## config.mk

```make
export PLATFORM = sky130hd
export DESIGN_NAME = float_color_pixel_packer
export DESIGN_NICKNAME = d
export VERILOG_FILES = /design/src/sv/fcpp_pkg.sv /design/src/sv/fcpp_unorm_lane.sv /design/src/sv/fcpp_sf_lane.sv /design/src/sv/float_color_pixel_packer.sv
export VERILOG_INCLUDE_DIRS = /design/src /design/src/sv
export SDC_FILE = /design/constraint.sdc
export NUM_CORES = 2
export LEC_CHECK = 0
export BUFFER_PORTS_ARGS = -buffer_cell sky130_fd_sc_hd__buf_4
export CAP_MARGIN = 20
export CORE_MARGIN = 4
export CORE_UTILIZATION = 30
export DETAILED_ROUTE_END_ITERATION = 8
export HOLD_SLACK_MARGIN = 0.12
export SKIP_LAST_GASP = 1
export SLEW_MARGIN = 40
export SYNTH_ARGS = -nofsm -noshare
export SYNTH_HDL_FRONTEND = slang
export SYNTH_SLANG_ARGS = --single-unit
```

## constraint.sdc

```tcl
create_clock -name clk -period 14.35 [get_ports clk]
set_clock_uncertainty 0.1 [all_clocks]
set_input_delay 0.7175 -clock clk [delete_from_list [all_inputs] [get_ports clk]]
set_output_delay 0.7175 -clock clk [all_outputs]
set_load 0.005 [all_outputs]
```

## src/sv/float_color_pixel_packer_macros.svh

```systemverilog
// ----------------------------------------------------------------------------
// Assertion macros for the pixel packer
// Clocked assertion helpers used by the top-level RTL file.
// ----------------------------------------------------------------------------
`ifndef FLOAT_COLOR_PIXEL_PACKER_MACROS_SVH
`define FLOAT_COLOR_PIXEL_PACKER_MACROS_SVH

`define FCPP_ASSERT(lbl, prop) \
  lbl: assert property (@(posedge clk) disable iff (!rst_n) prop) else $error("assertion failed");

`define FCPP_ASSERT_RST(lbl, prop) \
  lbl: assert property (@(posedge clk) prop) else $error("reset assertion failed");

`endif

```

## src/sv/fcpp_pkg.sv

```systemverilog
// ----------------------------------------------------------------------------
// Pixel packer package
// Format codes, scale selection, small-float constants and stage enables.
// ----------------------------------------------------------------------------
package fcpp_pkg;

  localparam logic [1:0] ACT_RGBA8      = 2'd0;
  localparam logic [1:0] ACT_RGB10A2    = 2'd1;
  localparam logic [1:0] ACT_R11G11B10F = 2'd2;
  localparam logic [1:0] ACT_UNUSED     = 2'd3;

  typedef enum logic [1:0] {
    SC_255  = 2'd0,
    SC_1023 = 2'd1,
    SC_3    = 2'd2
  } scale_t;

  typedef struct packed {
    logic en_a;
    logic en_b;
  } stage_en_t;

  localparam logic [30:0] SF_CLAMP  = 31'h47800000;
  localparam logic [30:0] SF_REBIAS = 31'h38000000;
  localparam logic [27:0] RG_R1   = 28'h0010000;
  localparam logic [27:0] RG_R2   = 28'h000FFFF;
  localparam logic [27:0] RG_MASK = 28'hFFE0000;
  localparam logic [27:0] B_R1    = 28'h0020000;
  localparam logic [27:0] B_R2    = 28'h001FFFF;
  localparam logic [27:0] B_MASK  = 28'hFFC0000;

  function automatic logic [9:0] scale_value(scale_t sc);
    logic [9:0] v;
    case (sc)
      SC_255:  v = 10'd255;
      SC_1023: v = 10'd1023;
      SC_3:    v = 10'd3;
      default: v = 10'd255;
    endcase
    return v;
  endfunction

  function automatic logic [3:0] scale_width(scale_t sc);
    logic [3:0] w;
    case (sc)
      SC_255:  w = 4'd8;
      SC_1023: w = 4'd10;
      SC_3:    w = 4'd2;
      default: w = 4'd8;
    endcase
    return w;
  endfunction

endpackage

```

## src/sv/fcpp_unorm_lane.sv

```systemverilog
// ----------------------------------------------------------------------------
// Unsigned normalised lane
// Saturates one float32 channel, scales it with float32 rounding and
// rounds the result half to even to an integer code.
// ----------------------------------------------------------------------------
module fcpp_unorm_lane (
  input  logic               clk,
  input  fcpp_pkg::stage_en_t en,
  input  logic [31:0]        bits_in,
  input  fcpp_pkg::scale_t   scale_in,
  output logic [9:0]         code
);

  logic [33:0] p_r, p_nxt;
  logic [7:0]  e_r, e_nxt;
  logic        zero_a_r, zero_a_nxt;
  fcpp_pkg::scale_t sc_r;
  logic [24:0] pq_r, pq_nxt;
  logic [7:0]  sh_r, sh_nxt;
  logic        zero_b_r;

  logic [7:0]  ex;
  logic        one_f;
  logic [23:0] mant;
  logic [3:0]  w, k;
  logic [33:0] q, rem_b, half_b;
  logic        up_b;
  logic [4:0]  sh5;
  logic [24:0] n, rem_c, half_c;
  logic        up_c;

  always_comb begin
    ex = bits_in[30:23];
    zero_a_nxt = bits_in[31] || (ex == 8'd0) || ((ex == 8'hFF) && (bits_in[22:0] != 23'd0));
    one_f = (ex >= 8'd127);
    mant = one_f ? 24'h800000 : {1'b1, bits_in[22:0]};
    e_nxt = one_f ? 8'd127 : ex;
    p_nxt = {10'd0, mant} * {24'd0, fcpp_pkg::scale_value(scale_in)};
  end

  always_ff @(posedge clk) begin
    if (en.en_a) begin
      p_r <= p_nxt;
      e_r <= e_nxt;
      zero_a_r <= zero_a_nxt;
      sc_r <= scale_in;
    end
  end

  always_comb begin
    w = fcpp_pkg::scale_width(sc_r);
    k = p_r[6'd23 + {2'd0, w}] ? w : w - 4'd1;
    q = p_r >> k;
    rem_b = p_r & ((34'd1 << k) - 34'd1);
    half_b = 34'd1 << (k - 4'd1);
    up_b = (rem_b > half_b) || ((rem_b == half_b) && q[0]);
    pq_nxt = q[24:0] + {24'd0, up_b};
    sh_nxt = 8'd150 - e_r - {4'd0, k};
  end

  always_ff @(posedge clk) begin
    if (en.en_b) begin
      pq_r <= pq_nxt;
      sh_r <= sh_nxt;
      zero_b_r <= zero_a_r;
    end
  end

  always_comb begin
    sh5 = sh_r[4:0];
    n = pq_r >> sh5;
    rem_c = pq_r & ((25'd1 << sh5) - 25'd1);
    half_c = 25'd1 << (sh5 - 5'd1);
    up_c = (rem_c > half_c) || ((rem_c == half_c) && n[0]);
    if (zero_b_r || (sh_r >= 8'd26)) begin
      code = 10'd0;
    end else begin
      code = n[9:0] + {9'd0, up_c};
    end
  end

endmodule

```

## src/sv/fcpp_sf_lane.sv

```systemverilog
// ----------------------------------------------------------------------------
// Small-float lane
// Clamps one float32 channel, rebiases it into the small-float range and
// applies the selected rounding before masking the kept bits.
// ----------------------------------------------------------------------------
module fcpp_sf_lane (
  input  logic               clk,
  input  fcpp_pkg::stage_en_t en,
  input  logic [31:0]        bits_in,
  input  logic               even_in,
  input  logic               is_blue,
  output logic [27:0]        code
);

  logic [30:0] val_r, val_nxt;
  logic [4:0]  s_r, s_nxt;
  logic        big_r, big_nxt, zero_r, zero_nxt, even_a_r;
  logic [27:0] t_r, t_nxt;
  logic        even_b_r;

  logic [30:0] c;
  logic [7:0]  ex, s8;
  logic [23:0] m, q, rem, half;
  logic        up;
  logic [27:0] r1, r2, msk, odd, add;
  logic [28:0] sum;

  always_comb begin
    c = (bits_in[30:0] > fcpp_pkg::SF_CLAMP) ? fcpp_pkg::SF_CLAMP : bits_in[30:0];
    ex = c[30:23];
    s8 = 8'd113 - ex;
    big_nxt = !bits_in[31] && (ex > 8'd112);
    zero_nxt = bits_in[31] || (ex == 8'd0) || (!big_nxt && (s8 >= 8'd25));
    s_nxt = s8[4:0];
    val_nxt = big_nxt ? (c - fcpp_pkg::SF_REBIAS) : {7'd0, 1'b1, c[22:0]};
  end

  always_ff @(posedge clk) begin
    if (en.en_a) begin
      val_r <= val_nxt;
      s_r <= s_nxt;
      big_r <= big_nxt;
      zero_r <= zero_nxt;
      even_a_r <= even_in;
    end
  end

  always_comb begin
    m = val_r[23:0];
    q = m >> s_r;
    rem = m & ((24'd1 << s_r) - 24'd1);
    half = 24'd1 << (s_r - 5'd1);
    up = (rem > half) || ((rem == half) && q[0]);
    if (big_r) begin
      t_nxt = val_r[27:0];
    end else if (zero_r) begin
      t_nxt = 28'd0;
    end else begin
      t_nxt = {4'd0, q + {23'd0, up}};
    end
  end

  always_ff @(posedge clk) begin
    if (en.en_b) begin
      t_r <= t_nxt;
      even_b_r <= even_a_r;
    end
  end

  always_comb begin
    r1 = is_blue ? fcpp_pkg::B_R1 : fcpp_pkg::RG_R1;
    r2 = is_blue ? fcpp_pkg::B_R2 : fcpp_pkg::RG_R2;
    msk = is_blue ? fcpp_pkg::B_MASK : fcpp_pkg::RG_MASK;
    odd = (t_r >> 1) & r1;
    add = even_b_r ? ((odd > r2) ? odd : r2) : r1;
    sum = {1'b0, t_r} + {1'b0, add};
    code = sum[27:0] & msk;
  end

endmodule

```

## src/sv/float_color_pixel_packer.sv

```systemverilog
// Path: an accepted input moves through stage A (va_r), stage B (vb_r), then the output register.
// Throughput: one pixel per cycle while out_ready is high; the two lane register stages and the
// output register each advance whenever the stage after them is free.
// Reset: rst_n low clears all valid bits; data registers are not reset.
// ----------------------------------------------------------------------------
// Float colour pixel packer
// Packs four float32 channels into RGBA8, RGB10A2 or R11G11B10F words.
// ----------------------------------------------------------------------------
`include "float_color_pixel_packer_macros.svh"

module float_color_pixel_packer (
  input  logic        clk,
  input  logic        rst_n,
  input  logic        in_valid,
  output logic        in_ready,
  input  logic [1:0]  in_action,
  input  logic [31:0] in_red_bits,
  input  logic [31:0] in_green_bits,
  input  logic [31:0] in_blue_bits,
  input  logic [31:0] in_alpha_bits,
  input  logic        in_round_even,
  output logic        out_valid,
  input  logic        out_ready,
  output logic [31:0] out_packed_pixel
);

  logic va_r, vb_r, vo_r;
  logic rdy_a, rdy_b, rdy_c;
  logic [1:0] act_a_r, act_b_r;
  logic [31:0] pix_r, pix_nxt;
  fcpp_pkg::stage_en_t en;
  fcpp_pkg::scale_t sc_col, sc_alpha;
  logic [9:0] ur, ug, ub, ua;
  logic [27:0] fr, fg, fb;

  assign rdy_c = !vo_r || out_ready;
  assign rdy_b = !vb_r || rdy_c;
  assign rdy_a = !va_r || rdy_b;
  assign in_ready = rdy_a;
  assign en.en_a = rdy_a;
  assign en.en_b = rdy_b;
  assign out_valid = vo_r;
  assign out_packed_pixel = pix_r;

  assign sc_col = (in_action == fcpp_pkg::ACT_RGB10A2) ? fcpp_pkg::SC_1023 : fcpp_pkg::SC_255;
  assign sc_alpha = (in_action == fcpp_pkg::ACT_RGB10A2) ? fcpp_pkg::SC_3 : fcpp_pkg::SC_255;

  fcpp_unorm_lane u_ur (.clk, .en, .bits_in(in_red_bits),   .scale_in(sc_col),   .code(ur));
  fcpp_unorm_lane u_ug (.clk, .en, .bits_in(in_green_bits), .scale_in(sc_col),   .code(ug));
  fcpp_unorm_lane u_ub (.clk, .en, .bits_in(in_blue_bits),  .scale_in(sc_col),   .code(ub));
  fcpp_unorm_lane u_ua (.clk, .en, .bits_in(in_alpha_bits), .scale_in(sc_alpha), .code(ua));

  fcpp_sf_lane u_fr (.clk, .en, .bits_in(in_red_bits),   .even_in(in_round_even),
                     .is_blue(1'b0), .code(fr));
  fcpp_sf_lane u_fg (.clk, .en, .bits_in(in_green_bits), .even_in(in_round_even),
                     .is_blue(1'b0), .code(fg));
  fcpp_sf_lane u_fb (.clk, .en, .bits_in(in_blue_bits),  .even_in(in_round_even),
                     .is_blue(1'b1), .code(fb));

  always_comb begin
    case (act_b_r)
      fcpp_pkg::ACT_RGBA8:      pix_nxt = {ua[7:0], ub[7:0], ug[7:0], ur[7:0]};
      fcpp_pkg::ACT_RGB10A2:    pix_nxt = {ua[1:0], ub, ug, ur};
      fcpp_pkg::ACT_R11G11B10F: pix_nxt = {fb[27:18], fg[27:17], fr[27:17]};
      default:                  pix_nxt = 32'd0;
    endcase
  end

  always_ff @(posedge clk) begin
    if (!rst_n) begin
      va_r <= 1'b0;
      vb_r <= 1'b0;
      vo_r <= 1'b0;
    end else begin
      if (rdy_a) va_r <= in_valid;
      if (rdy_b) vb_r <= va_r;
      if (rdy_c) vo_r <= vb_r;
    end
  end

  always_ff @(posedge clk) begin
    if (rdy_a) act_a_r <= in_action;
    if (rdy_b) act_b_r <= act_a_r;
    if (rdy_c) pix_r <= pix_nxt;
  end

  `FCPP_ASSERT(a_stall_keeps_b, (vb_r && vo_r && !out_ready) |=> vb_r)
  `FCPP_ASSERT(a_empty_a_ready, !va_r |-> in_ready)
  `FCPP_ASSERT(a_a_moves_to_b, (va_r && rdy_b) |=> vb_r)
  `FCPP_ASSERT_RST(a_reset_clears, !rst_n |=> (!vo_r && !vb_r && !va_r))

endmodule
```

## Word level (Yosys, flattened, before mapping)

Index checks and enable logic that the tools add are counted.

- Register bits after elaboration: 542
- Output and inout port bits: 34

- Add/subtract/negate cells: 54
- $mul: 4
- $lt $le $gt $ge: 33
- Equal/unequal tests: 26
- Shifts and indexed selects: 33
- Mux-type cells: 45
- Bitwise logic cells: 11
- Reduce and logical (&&, ||, !) cells: 74

Operators with widths:

| operator | count |
|---|---|
| 1-bit by 4-bit left shift with 34-bit output (first input constant) | 8 |
| 1-bit by 5-bit left shift with 25-bit output (first input constant) | 8 |
| 28-bit 2-to-1 mux | 6 |
| 23-bit 2-to-1 mux | 7 |
| 1-bit by 5-bit left shift with 24-bit output (first input constant) | 6 |
| 34-bit bitwise AND | 4 |
| 34-bit == test | 4 |
| 34-bit greater-than comparator | 4 |
| 24-bit by 10-bit multiplier with 34-bit output | 4 |
| 34-bit by 4-bit right shift with 25-bit output | 4 |
| 34-bit by 1-bit subtractor with 34-bit output (second input constant) | 4 |
| 25-bit by 1-bit adder with 25-bit output | 4 |
| 25-bit bitwise AND | 4 |
| 25-bit == test | 4 |
| 25-bit greater-than comparator | 4 |
| 25-bit by 1-bit subtractor with 25-bit output (second input constant) | 4 |
| 32-bit one-hot mux with 3 select lines | 1 |
| 31-bit greater-than comparator (second input constant) | 3 |
| 31-bit 2-to-1 mux | 3 |
| 23-bit nonzero test | 4 |
| 28-bit adder | 3 |
| 28-bit subtractor (second input constant) | 3 |
| 25-bit by 5-bit right shift with 10-bit output | 3 |
| 24-bit by 1-bit adder with 24-bit output | 3 |
| 41 further kinds | 178 |

## Depth between registers and ports, before layout

- Word-level depth: 13
- Gate-level depth with buffers: 32
- Mapped depth without buffers: 28

## Hierarchy

From an unflattened synthesis, not the netlist that was laid out.

- Cells, all modules: 8,655
- Area total of the unflattened synthesis: 82,048.7 µm²

By module, submodules not included:

| module | times used | cells each | area each (µm²) |
|---|---|---|---|
| fcpp_sf_lane | 3 | 682 | 6,528.8 |
| fcpp_unorm_lane at u_ub | 1 | 1,643 | 15,389.8 |
| fcpp_unorm_lane at u_ua | 1 | 1,669 | 15,361.0 |
| fcpp_unorm_lane at u_ur | 1 | 1,598 | 14,976.9 |
| fcpp_unorm_lane at u_ug | 1 | 1,580 | 14,885.5 |
| float_color_pixel_packer | 1 | 119 | 1,849.3 |

## Worst setup path after synthesis

No wires, ideal clock.

- Path kind: input to register
- Start: in out_ready
- End: reg act_a_r[0], enable pin
- Library setup time: 2.845 ns
- Data arrival time: 7.224 ns
- Data required time: 11.405 ns
- Slack: 4.181 ns
- Cell stages on the path: 2
- Buffers on the path: 0
- Cell sequence: nor2b_1 nand3_1

- Cells in the longest elaborated chain, start to end: 3

Ends and longest elaborated chain:

| what | line | source |
|---|---|---|
| start: declaration | float_color_pixel_packer.sv:23 | `input logic out_ready,` |
| 1-bit logical OR | float_color_pixel_packer.sv:36 | `assign rdy_c = !vo_r \|\| out_ready;` |
| 1-bit logical OR | float_color_pixel_packer.sv:37 | `assign rdy_b = !vb_r \|\| rdy_c;` |
| 1-bit logical OR | float_color_pixel_packer.sv:38 | `assign rdy_a = !va_r \|\| rdy_b;` |
| via in_ready | float_color_pixel_packer.sv:15 | `output logic in_ready,` |
| end signal: assignment | float_color_pixel_packer.sv:82 | `if (rdy_a) act_a_r <= in_action;` |
| end: declaration | float_color_pixel_packer.sv:29 | `logic [1:0] act_a_r, act_b_r;` |

The timed path passes the listed nets, and every way through them passes these cells.
A chain may end at the register's enable or synchronous reset.

## Worst setup path in the final report

- Start: in in_action[0]
- End: reg u_ua.p_r[32], data pin

- Cells in the longest elaborated chain, start to end: 5
- Elaborated cells on any way between the ends: 6
- Those cells by class: mul: 1; eq/ne: 3; mux: 2

Ends and longest elaborated chain:

| what | line | source |
|---|---|---|
| start: declaration | float_color_pixel_packer.sv:16 | `input logic [1:0] in_action,` |
| 2-bit by 1-bit == test with 1-bit output (*) | float_color_pixel_packer.sv:46 | `assign sc_alpha = (in_action == fcpp_pkg::ACT_RGB10A2) ? fcpp_pkg::SC_3 : fcpp_pkg::SC_255;` |
| 2-bit 2-to-1 mux (*) | float_color_pixel_packer.sv:46 |  |
| 2-bit == test / 2-bit by 1-bit == test with 1-bit output (equally long branches) | fcpp_pkg.sv:34 | `case (sc)` |
| 10-bit one-hot mux with 2 select lines (*) | fcpp_pkg.sv:34 |  |
| 24-bit by 10-bit multiplier with 34-bit output (*) | fcpp_unorm_lane.sv:38 | `p_nxt = {10'd0, mant} * {24'd0, fcpp_pkg::scale_value(scale_in)};` |
| via u_ua.p_nxt[32] | fcpp_unorm_lane.sv:14 | `logic [33:0] p_r, p_nxt;` |
| end signal: assignment | fcpp_unorm_lane.sv:43 | `p_r <= p_nxt;` |
| end: declaration | fcpp_unorm_lane.sv:14 |  |

Mark *: on every way through the listed nets, which the timed path passes. The rest lies on a longest branch.

==> key figures <==
Power
  – Max VDD drop: 0.112 mV
  – Tot Pwr: ~15 mW
  – P_leak: 34.0 nW
  – PD cells: a little under 200 nW/um^2

Global route
  – Aggregate global routing overflow: 0
  – Total GRT Usage: 16.1%
  – Largest net degree at the start of global routing: between 70 and 80
  – Initial antenna violation count: 8
  – Global-route wire length before repair: 318000 microns
  – Vias in the first global route: 56200

Setup path
  – Worst Path Arrival: 8.33 ns
  – R2r setup slk: 6.95 ns
  – Crit path to: u_ua.p_r[32]
  – Crit. path cell count: 26
  – Worst R2R Start: u_fr.s_r[4]
  – Critical Path Max Stage Delay: 0.55 ns
  – Delay-heaviest family, CP: adder cells
  – FF-to-FF path depth: 29
  – RR Endpoint: u_fr.t_r[22]
  – Cell mode on critical path: fa_1
  – Crit-path max FO: 35
  – CP max stage cell: buf_4
  – Bufs and invs on worst path: 8
  – Worst Setup SP: in_action[0]
  – Required @ worst endpoint: 14.65 ns
  – Kind of critical path: primary input to register
  – CP Capture Type: register
  – Critical path startpoint category: primary input

Placement
  – DPL Wire Length: roughly 160000 microns
  – Dpl cells: 10600
  – Pre-CTS setup slack: 6.14 ns
  – Final weighted congestion in routability-driven placement: 0.936
  – # port buffers: 168
  – Placed Instance Area: roughly 76000 sq um

Cells and area
  – Layout cells sized above 1: roughly 8.5%
  – Commonest non-fill, non-tap cells in the layout: 906 x inv_1, 676 x nand2_1, 673 x ha_1, 569 x fa_1, 536 x edfxtp_1
  – Post-route core utilization: 33.1%
  – Most common cell after layout, fill and taps aside: inv_1
  – Final Non-Filler Cells: 10800
  – Area delta synth->final: 9.72%
  – Layout Cell Area excl Fill: 77800 sq um
  – Final nets: 8931
  – Fillers: between 20000 and 25000

Synth
  – Netlist cell types: 106
  – Async SR Flop Fraction: 0%
  – #FFs+latches synth: between 500 and 600
  – Synthesized area: 71000 sq um
  – EDFF count, synth: 536
  – Synth warnings: 0
  – Syn_area_per_cell: 9.47 sq um
  – Cells after Synth: roughly 7500
  – Ys flop type: edfxtp_1
  – Post-synthesis sequential area ratio: a little under a quarter

Clocking
  – CTS sink count: 539
  – CTS clk-pin slew, worst paths: 0.06 ns
  – Root Buffer: clkbuf_16
  – Setup bufs post-CTS: 0
  – CTS tree: built
  – Htree depth: 3
  – Cts bufs inserted: 66
  – Latest clock arrival within the worst-skew pair: approximately 0.7 ns
  – Clock Tree Buf Depth: 3

Routing
  – Total Wirelength: 200000 microns
  – Wire per inst: 18.6 microns
  – Vias per cell: 5.18
  – Number of DRC markers in iteration 0: 4197
  – DRC Markers: 0
  – Router iterations before antenna repair: 6
  – Residual antenna-violating net count after detailed routing: 0
  – Vias: 55800

Floorplanning
  – Initial Utilization: between 30% and 40%
  – Core Rows: 178
  – IO Count: 169
  – Core footprint: roughly 240000 sq um
  – Die Area: 244000 sq um
  – Die Width: 494 microns
  – Chip Height: just under 500 microns

Timing
  – Min cycle time layout: 8.04 ns
  – Tcrit/Tclk final: 56.0%
  – Pin slew with the least headroom to its limit: 0.864 ns
  – Fin Setup TNS: 0 ns
  – Max Fclk: 124 MHz
  – WHS: ~0.22 ns
  – Rel. slew slack: 42.0%
  – Final worst slack: 6.31 ns
  – Fin. max-slew vios: 0
  – RSZ-0062 raised after global routing: no
  – # setup viols final: 0
  – Final Hold Fails: 0

Run status
  – Status: finished, final reports clean

Flow run
  – Max-cap viol count: 0

Hold path
  – Hold Path Origin: in_valid
  – Min-Delay Path Class: primary input to register
## how the worst min path moves through the flow
stage,to,slack (ns),depth (start not counted)
CTS,va_r,0.15,3
detailed placement,u_ug.zero_b_r,0.31,0
global placement,u_fr.even_b_r,0.30,0
floorplan,act_b_r[0],0.30,0
finish,va_r,0.22,3
global route,u_ug.e_r[6],0.19,2
## cells in the mapped netlist (all sizes together), types with 9 or more instances
library cell | count | area (sq um)
and3 | 84 | 526
and4 | 9 | 78.8
o2bb2ai | 9 | 78.8
xnor2 | 224 | 1960
a221oi | 12 | 105
or2 | 53 | 332
nand2b | 74 | 463
nor3 | 132 | 672
nand3 | 206 | 1030
buf | 103 | 683
nor2 | 467 | 1760
and2 | 205 | 1280
xor2 | 154 | 1350
a211o | 10 | 87.6
o21a | 68 | 510
nand4 | 100 | 626
o211ai | 24 | 185
nor2b | 175 | 1090
a21boi | 42 | 315
a32oi | 12 | 105
o31ai | 34 | 255
nor4 | 65 | 440
a22o | 47 | 413
ha | 673 | 8420
a211oi | 69 | 518
o22ai | 34 | 213
nor3b | 21 | 173
inv | 919 | 3450
edfxtp | 536 | 16100
nand4b | 12 | 105
a22oi | 25 | 193
or3 | 18 | 118
mux2 | 31 | 349
nand2 | 681 | 2580
nand3b | 18 | 135
o21ai | 313 | 1570
a31oi | 56 | 350
fa | 569 | 11400
a2111oi | 9 | 85.1
o21bai | 26 | 195
mux2i | 232 | 2340
a21o | 105 | 788
clkbuf | 209 | 785
mux4 | 173 | 3970
a21oi | 341 | 1710
## state kept, by name, indices dropped and copies added (netlist names), 25 cells and up
signal and cells:
u_ur.p_r 34, u_ua.pq_r 25, u_ug.p_r 34, u_fb.t_r 28
u_fg.t_r 28, u_ub.pq_r 25, out_packed_pixel 32, u_fr.t_r 28
u_ua.p_r 34, u_ur.pq_r 25, u_fr.val_r 28, u_ub.p_r 34
u_fg.val_r 28, u_fb.val_r 28, u_ug.pq_r 25
## cell families after synthesis
| family | after synthesis | share of synthesized area (%) |
|---|---|---|
| multiplexers | 436 | 9.38 |
| other | 2 | 0.0106 |
| adder cells (fa/ha/maj) | 1242 | 27.9 |
| AO/OA/AOI/OAI | 1317 | 11.9 |
| AND/OR/NAND/NOR | 2346 | 16.4 |
| XOR/XNOR | 378 | 4.67 |
| flip-flops | 539 | 22.8 |
| buffers and inverters | 1235 | 6.95 |
## worst min-delay path, cell delays in order
cell and delay (ns):
buf_4 0.11, inv_1 0.04, a21boi_0 0.06
## layout make-up
cell class                 count  area, sq um  share of cell area, %
clock inverter                49          562                  0.722
multi-input combinational   5774        50100                   64.4
antenna                        6         15.0                 0.0193
inverter                     923         3460                   4.45
clock buffer                  70         1670                   2.14
timing repair buffer         250         1910                   2.45
tap                         3150         3940                   5.06
sequential                   539        16200                   20.8
## where the power goes
part | switching [mW] | internal [mW]
clock | 0.741 | 0.960
combinational | 6.05 | 4.44
sequential | 0.518 | 2.57
## metal layers
metal,wire [microns],up-vias,track usage (%)
met5,16,-,0
met4,4520,2,4.01
met3,11000,272,2.28
met2,95300,1675,26.8
met1,88900,27600,21.8
li1,-,26300,-
## what timing repair did
item | CTS | global route
setup endpoints to repair | 0 | 0
hold buffers | 4 | 0
gates resized for setup | 0 | 0
hold endpoints to repair | 4 | 0
(Power assumes the default switching activity.)
